File: config.mk
export PLATFORM = sky130hd
export DESIGN_NAME = wdt_cordic
export DESIGN_NICKNAME = d
export VERILOG_FILES = /design/src/hw/rtl/wdt_pkg.sv /design/src/hw/rtl/wdt_cordic.sv
export SDC_FILE = /design/constraint.sdc
export NUM_CORES = 1
export LEC_CHECK = 0
export ABC_AREA = 1
export BUFFER_PORTS_ARGS = -buffer_cell sky130_fd_sc_hd__buf_4
export CAP_MARGIN = 40
export CORE_ASPECT_RATIO = 1.25
export CORE_MARGIN = 1.5
export CORE_UTILIZATION = 35
export CTS_CLUSTER_DIAMETER = 100
export DETAILED_ROUTE_END_ITERATION = 6
export GPL_ROUTABILITY_DRIVEN = 0
export PLACE_DENSITY = 0.51
export SLEW_MARGIN = 40
export SYNTH_ARGS = -nofsm -noshare
export SYNTH_HDL_FRONTEND = slang
export SYNTH_SLANG_ARGS = --single-unit
File: constraint.sdc
create_clock -name clk -period 8.2 [get_ports clk]
set_clock_uncertainty 0.2 [all_clocks]
set_input_delay 2.46 -clock clk [delete_from_list [all_inputs] [get_ports clk]]
set_output_delay 2.46 -clock clk [all_outputs]
set_load 0.02 [all_outputs]
File: src/hw/rtl/wdt_pkg.sv
// ----------------------------------------------------------------------------
// wdt_pkg
// Constants, widths, state type and arctangent table shared by the
// waypoint-to-drive-command block and its CORDIC unit.
// ----------------------------------------------------------------------------
package wdt_pkg;

	localparam int COORD_WIDTH  = 16;
	localparam int CORDIC_STEPS = 16;

	// length path: guard bits, vector width, multiplier operands
	localparam int LEN_G   = (COORD_WIDTH <= 28) ? 8 : 4;
	localparam int D_W     = COORD_WIDTH + 1;
	localparam int LEN_W   = COORD_WIDTH + LEN_G + 4;

	// angle path: vectors are cut down to at most 24 significant bits
	localparam int ANG_E   = (COORD_WIDTH > 24) ? 24 : COORD_WIDTH;
	localparam int DROP    = (COORD_WIDTH > 24) ? (COORD_WIDTH - 24) : 0;
	localparam int SC_SH   = 59 - 2 * ANG_E;
	localparam int V_W     = D_W - DROP;
	localparam int PR_W    = 2 * V_W + 1;

	// shared multiplier
	localparam int MA_W    = (LEN_W > V_W) ? LEN_W : V_W;
	localparam int MB_W    = (V_W > 25) ? V_W : 25;
	localparam int PM_W    = MA_W + MB_W;

	localparam int CORD_W  = 64;
	localparam int Z_W     = 26;
	localparam int TR_W    = Z_W + 2;
	localparam int STEP_W  = $clog2(CORDIC_STEPS);

	localparam int LEN_OUT_W = 17;
	localparam int TURN_W    = 16;

	localparam logic [LEN_OUT_W-1:0] LEN_MAX   = 17'd131071;
	localparam logic [23:0]          INVK_Q24  = 24'd10187998;
	localparam int                   TURN_MAX  = 23040;
	localparam logic signed [Z_W-1:0] DEG180_Q16 = Z_W'(180 * 65536);
	localparam logic signed [Z_W-1:0] DEG90_Q16  = Z_W'(90 * 65536);
	localparam logic signed [PM_W-1:0] LEN_HALF  = PM_W'(1) <<< (23 + LEN_G);

	typedef enum logic [3:0] {
		S_IDLE,
		S_START,
		S_LEN_RUN,
		S_LEN_MUL,
		S_LEN_RND,
		S_PROD,
		S_ANG_SETUP,
		S_ANG_RUN,
		S_TURN_RND,
		S_EMIT
	} wdt_state_t;

	// atan(2^-s) in degrees, Q16
	function automatic logic signed [Z_W-1:0] atan_q16(input logic [4:0] s);
		logic signed [Z_W-1:0] a;
		case (s)
			5'd0:    a = Z_W'(2949120);
			5'd1:    a = Z_W'(1740967);
			5'd2:    a = Z_W'(919879);
			5'd3:    a = Z_W'(466945);
			5'd4:    a = Z_W'(234379);
			5'd5:    a = Z_W'(117304);
			5'd6:    a = Z_W'(58666);
			5'd7:    a = Z_W'(29335);
			5'd8:    a = Z_W'(14668);
			5'd9:    a = Z_W'(7334);
			5'd10:   a = Z_W'(3667);
			5'd11:   a = Z_W'(1833);
			5'd12:   a = Z_W'(917);
			5'd13:   a = Z_W'(458);
			5'd14:   a = Z_W'(229);
			5'd15:   a = Z_W'(115);
			5'd16:   a = Z_W'(57);
			5'd17:   a = Z_W'(29);
			5'd18:   a = Z_W'(14);
			5'd19:   a = Z_W'(7);
			5'd20:   a = Z_W'(4);
			5'd21:   a = Z_W'(2);
			5'd22:   a = Z_W'(1);
			default: a = '0;
		endcase
		return a;
	endfunction

endpackage

File: src/hw/rtl/wdt_cordic.sv
// ----------------------------------------------------------------------------
// wdt_cordic
// Iterative CORDIC vectoring unit: one micro-rotation per cycle, drives y
// toward zero and accumulates the rotation angle in degrees Q16.
// ----------------------------------------------------------------------------
module wdt_cordic import wdt_pkg::*; (
	input  logic                     clk,
	input  logic                     arst_n,
	input  logic                     start,
	input  logic signed [CORD_W-1:0] x_init,
	input  logic signed [CORD_W-1:0] y_init,
	input  logic signed [Z_W-1:0]    z_init,
	output logic                     done,
	output logic signed [CORD_W-1:0] x_res,
	output logic signed [Z_W-1:0]    z_res
);

	logic                     busy_q;
	logic                     done_q;
	logic [STEP_W-1:0]        cnt_q;
	logic signed [CORD_W-1:0] x_q;
	logic signed [CORD_W-1:0] y_q;
	logic signed [Z_W-1:0]    z_q;

	logic [4:0]               shamt;
	logic signed [CORD_W-1:0] xs;
	logic signed [CORD_W-1:0] ys;
	logic signed [Z_W-1:0]    ang;
	logic                     last_step;

	always_comb begin
		shamt     = 5'(cnt_q);
		xs        = x_q >>> shamt;
		ys        = y_q >>> shamt;
		ang       = atan_q16(shamt);
		last_step = (cnt_q == STEP_W'(CORDIC_STEPS - 1));
	end

	always_ff @(posedge clk or negedge arst_n) begin
		if (!arst_n) begin
			busy_q <= 1'b0;
			done_q <= 1'b0;
			cnt_q  <= '0;
		end else begin
			done_q <= 1'b0;
			if (start) begin
				busy_q <= 1'b1;
				cnt_q  <= '0;
			end else if (busy_q) begin
				if (last_step) begin
					busy_q <= 1'b0;
					done_q <= 1'b1;
				end else begin
					cnt_q <= cnt_q + STEP_W'(1);
				end
			end
		end
	end

	always_ff @(posedge clk) begin
		if (start) begin
			x_q <= x_init;
			y_q <= y_init;
			z_q <= z_init;
		end else if (busy_q) begin
			if (!y_q[CORD_W-1]) begin
				x_q <= x_q + ys;
				y_q <= y_q - xs;
				z_q <= z_q + ang;
			end else begin
				x_q <= x_q - ys;
				y_q <= y_q + xs;
				z_q <= z_q - ang;
			end
		end
	end

	assign done  = done_q;
	assign x_res = x_q;
	assign z_res = z_q;

endmodule

# Word level (Yosys, flattened, before mapping)
# Memories as Yosys holds them, arrays and structs flattened.
# Index checks and enable logic that the tools add are counted.
[classes]
n_addsub = 7
n_eq_ne = 2
shifts = 2
muxes = 18
n_reduce_logical = 2
[op_table]
columns = ["cell", "count"]
rows = [
  ["2-to-1 mux 64 bit", 6],
  ["adder 64 bit", 2],
  [">>> shifter 64 x 4 -> 64 bit", 2],
  ["subtractor 64 bit", 2],
  ["2-to-1 mux 26 bit", 3],
  ["adder 26 bit", 1],
  ["subtractor 26 bit", 1],
  ["2-to-1 mux 4 bit", 3],
  ["2-to-1 mux 1 bit", 6],
  ["adder 4 x 1 -> 4 bit, second input constant", 1],
  ["equality test 4 bit, second input constant", 1],
  ["!= test 2 bit, second input constant", 1],
  ["AND reduction 2 bit", 1],
  ["nonzero test 2 bit", 1],
]
[word_totals]
reg_bits = 160
mem_bits_ro = 352
input_bits = 157
output_inout_bits = 91
elab_cells = 38
memories = 1
[memory_table]
columns = ["name", "words", "width", "rd", "rd_clocked_by_memory_dff", "write_ports", "line_no", "source"]
rows = [
  ["(no name shown)", 16, 22, 1, 0, 0, "wdt_pkg.sv:59", "case (s)"],
]

# Logic depth before layout (Yosys ltp)
[depth]
word_depth = 5
depth_mapped = 39
mapped_depth_nobuf = 37

# Worst setup path before layout
# Ideal clock, no wire load.
[synth_timing]
kind = "in2reg"
from = "input start"
to = "register cnt_q[3]"
setup_ps = 135
arrival_ps = 6902
t_required_ps = 7865
path_slack_ps = 963
path_stages = 7
n_path_buf = 0
path_cell_list = "inv_1 nand2_1 o21ai_0 nor2_1 nand2_1 o21ai_0 a21oi_1"
[synth_between]
elab_chain_cells = 2
elab_cells_between_ends = 4
cone_classes = "1 x eq/ne; 1 x mux; 2 x reduce/logical"
[synth_rtl]
columns = ["element", "line_no", "source"]
rows = [
  ["start, declared", "wdt_cordic.sv:9", "input logic start,"],
  ["!= test 2 bit (no line) / nonzero test 2 bit (equally long branches)", "--", ""],
  ["AND reduction 2 bit (no line)", "--", ""],
  ["end signal, assigned", "wdt_cordic.sv:54", "cnt_q <= cnt_q + STEP_W'(1);"],
  ["end, declared", "wdt_cordic.sv:20", "logic [STEP_W-1:0] cnt_q;"],
]
# Several ways; a longest one is shown, not always the timed one.
# A chain may end at the register's enable or synchronous reset.

# Final worst setup path
[layout_timing]
from = "register cnt_q[1]"
to = "register y_q[55] (data pin)"
[layout_between]
elab_chain_cells = 5
elab_cells_between_ends = 6
cone_classes = "2 x add/sub; 1 x shift; 3 x mux"
[layout_rtl]
columns = ["element", "line_no", "source"]
rows = [
  [">>> shifter 64 x 4 -> 64 bit (*)", "wdt_cordic.sv:33", "xs = x_q >>> shamt;"],
  ["subtractor 64 bit / adder 64 bit (equally long branches)", "wdt_cordic.sv:68, wdt_cordic.sv:72", ""],
  ["2-to-1 mux 64 bit (*)", "wdt_cordic.sv:66", "if (!y_q[CORD_W-1]) begin"],
  ["2-to-1 mux 64 bit (*)", "wdt_cordic.sv:65", "end else if (busy_q) begin"],
  ["2-to-1 mux 64 bit (*)", "wdt_cordic.sv:61", "if (start) begin"],
  ["end signal, assigned", "wdt_cordic.sv:63", "y_q <= y_init;"],
  ["end signal, assigned", "wdt_cordic.sv:68", "y_q <= y_q - xs;"],
  ["end signal, assigned", "wdt_cordic.sv:72", "y_q <= y_q + xs;"],
  ["end, declared", "wdt_cordic.sv:22", "logic signed [CORD_W-1:0] y_q;"],
]
# Every way passes the cells marked *; elsewhere a longest branch is shown, timed or not. The select of a mux whose other input is x is not followed.

==> results.sh <==
export IMPL_portBuffers=247
export IMPL_io_pins=248
export IMPL_wirelength_um=122000
export IMPL_drive_gt1_share_pct=9.78
export IMPL_min_period_over_period_pct=82.0
export IMPL_end_kind="flip-flop"
export IMPL_synth_fp_nets=5395
export IMPL_numCtsBuffers=17
export IMPL_post_cts_buffers=0
export IMPL_crit_buf_inv=2
export IMPL_rows=117
export IMPL_drtIter0Drc=3053
export IMPL_critPathMaxFanout=74
export IMPL_synth_edff_count=154
export IMPL_setup_tns_final_ns=0
export IMPL_ys_types=56
export IMPL_grt_max_degree=123
export IMPL_fmax_mhz=149
export IMPL_worstMarginPinSlew_ns=0.829
export IMPL_crit_required_ns=8.27
export IMPL_finalNetCount=5506
export IMPL_cts_root_buffer="clkbuf_16"
export IMPL_numClockSinks=160
export IMPL_die_h_um=323
export IMPL_postSynthAreaPerCell_um2=5.67
export IMPL_viasPerCell=5.40
export IMPL_crit_top_cell="nand2_1"
export IMPL_fill_cells=9370
export IMPL_critical_path_cell_chain="buf_4, nand3_1, nand3_1, nand3_1, nand2_1, ha_1, nand2_1, nor2_1, nand2_1, nor3_2, xor2_1, a21oi_1, ha_1, inv_1, o21ai_0, a31oi_1, o21ai_0, a21oi_1, nand2_1, a21oi_1, o21bai_1, or2_2, nand3_1, nand2_1"
export IMPL_hold_class="reg2reg"
export IMPL_clk_pin_slew_ns=0.08
export IMPL_rsz0062_at_grt="no"
export IMPL_synth_top_area_share_pct=21.4
export IMPL_wl_per_cell_um=19.5
export IMPL_route_detailed_drc=0
export IMPL_cts_hold_buf=0
export IMPL_ys_seq_elements=160
export IMPL_initial_core_util_pct=35.3
export IMPL_die_width_um=259
export IMPL_syn_inst=5062
export IMPL_synth_commonest_cells="1634 x nand2_1, 801 x nand3_1, 527 x nor2_1"
export IMPL_synth_seq_area_share_pct=16.6
export IMPL_maxCapViolCount=0
export IMPL_start_kind="flip-flop"
export IMPL_cp_top_family="simple AND/OR/NAND/NOR gates"
export IMPL_first_pass_iters=6
export IMPL_ant_nets=0
export IMPL_antenna_found_initial=0
export IMPL_critPathMaxStageDelay_ns=0.80
export IMPL_synth_warnings=0
export IMPL_criticalPathCategory="reg2reg"
export IMPL_hold_viol_final=0
export IMPL_synth_most_common_cell="nand2_1"
export IMPL_async_reset_ff_share_pct=3.75
export IMPL_insertedDiodeCount=0
export IMPL_first_global_vias=32100
export IMPL_synth_ff_type="edfxtp_1"
export IMPL_finalSetupViolCount=0
export IMPL_post_cts_resized=0
export IMPL_insertion_delay_ns=0.53
export IMPL_synth_largest_area_cell="nand2_1"
export IMPL_maxSlewHeadroom_pct=44.8
export IMPL_grt_pass1_wl_um=183000
export IMPL_die_area_um2=83800
export IMPL_cp_slowest_cell="dfrtp_4"
export IMPL_cts_max_path_buffers=2
export IMPL_drv_slew=0
export IMPL_syn_to_final_growth_pct=11.0
export IMPL_vias=33800
export IMPL_grt_ovfl_total=0
export IMPL_core_um2=81400
export IMPL_status="finished, final reports clean"
export IMPL_htreeDepth=4
export IMPL_cts_tree="built"
export IMPL_grt_usage_pct=28.7
export IMPL_crit_arrival_ns=6.79
export IMPL_syn_area_um2=28700
export IMPL_dp_hpwl_um=101000
export IMPL_synth_area_top_cells="nand2_1 21%, edfxtp_1 16%, nand3_1 14%, ha_1 7.5%, nor2_1 6.9%"
export IMPL_min_period_ns=6.72
-- cells by family (layout without fill, tap and decap cells) --
logic type,Yosys count,after routing,synth area share (%)
fa+ha+maj,176,176,7.75
flops,160,160,16.6
compound gates,683,683,13.2
xor+xnor,149,149,4.54
simple gates,3220,3220,48.0
buf+inv,674,798,9.88
-- cells in the final DEF (no fill, tap or decap), types with 10 or more instances in the layout --
| master | netlist | layout |
|---|---|---|
| nand3_2 | 10 | 10 |
| o21bai_1 | 20 | 20 |
| o211ai_1 | 17 | 17 |
| ha_1 | 173 | 173 |
| nand2_1 | 1634 | 1633 |
| xnor2_1 | 29 | 29 |
| nand3_1 | 801 | 801 |
| edfxtp_1 | 154 | 154 |
| nor4_1 | 14 | 12 |
| nor3_2 | 10 | 10 |
| a21boi_0 | 10 | 10 |
| nor2_2 | 33 | 34 |
| a21oi_1 | 253 | 253 |
| nand2_2 | 20 | 20 |
| clkbuf_16 | 0 | 17 |
| inv_1 | 455 | 453 |
| o21ai_0 | 232 | 230 |
| nor3_1 | 38 | 38 |
| o21a_1 | 10 | 10 |
| nor2_1 | 527 | 526 |
| a31oi_1 | 45 | 45 |
| inv_2 | 38 | 35 |
| a21o_1 | 22 | 22 |
| buf_4 | 17 | 263 |
| nand4_1 | 39 | 39 |
| o31ai_1 | 10 | 10 |
| or2_2 | 72 | 72 |
| xor2_1 | 120 | 120 |
| o21ai_1 | 41 | 43 |
-- final timing paths --
check | startpoint | end | slack, ns | cells after the start
setup / recovery | cnt_q[1]$_DFFE_PN0P_ | y_q[55]$_DFFE_PP_ | 1.48 | 24
hold / removal | busy_q$_DFF_PN0_ | done$_DFF_PN0_ | 0.38 | 2
setup reg to reg | cnt_q[1]$_DFFE_PN0P_ | y_q[55]$_DFFE_PP_ | 1.48 | 24
hold reg to reg | busy_q$_DFF_PN0_ | done$_DFF_PN0_ | 0.38 | 2
max in group asynchronous | arst_n | cnt_q[3]$_DFFE_PN0P_ | 6.14 | 1
min in group asynchronous | arst_n | done$_DFF_PN0_ | 1.53 | 1
-- registers in the layout, indices dropped and copies added (netlist names) --
| name | count |
|---|---|
| z_res | 26 |
| x_res | 64 |
| busy_q | 1 |
| done | 1 |
| cnt_q | 4 |
| y_q | 64 |
-- per-layer routing --
layer  track usage (%)  routed length (um)  vias up
li1                  -                   -    17000
met5                 0                   0        -
met1              37.5               54400    15600
met2              48.7               57400     1025
met4              11.3                4430        0
met3              2.26                6050      176
-- worst min-delay path, cell delays in order, from the launching register on --
cell and delay (ns):
dfrtp_1 0.36, inv_1 0.10, nor3_1 0.08
-- metrics by stage --
| step | instance area [um^2] | util (%) | setup slack [ns] | hold WS, ns | instances |
|---|---|---|---|---|---|
| after CTS | 31900 | 39.1 | 1.64 | 0.390 | 6257 |
| after detailed placement | 31200 | 38.4 | 1.67 | 0.378 | 6225 |
| after global placement | 31200 | 38.4 | 1.61 | 0.383 | 6225 |
| after global routing | 31900 | 39.2 | 1.09 | 0.412 | 6257 |
| after floorplan | 28700 | - | 0.963 | 0.280 | 5062 |
| final | 31900 | 39.2 | 1.48 | 0.381 | 6257 |
-- layout make-up --
class	count	area [um^2]	share of cell area, %
multi-input combinational	4228	21100	66.3
sequential	160	4790	15.0
timing repair buffer	271	2110	6.62
inverter	495	1880	5.89
tap	1071	1340	4.20
clock buffer	18	429	1.35
clock inverter	14	194	0.609
Power is left out: the tool's default activity adds up to more than one toggle a clock period on the data nets, which glitch-free logic cannot reach.
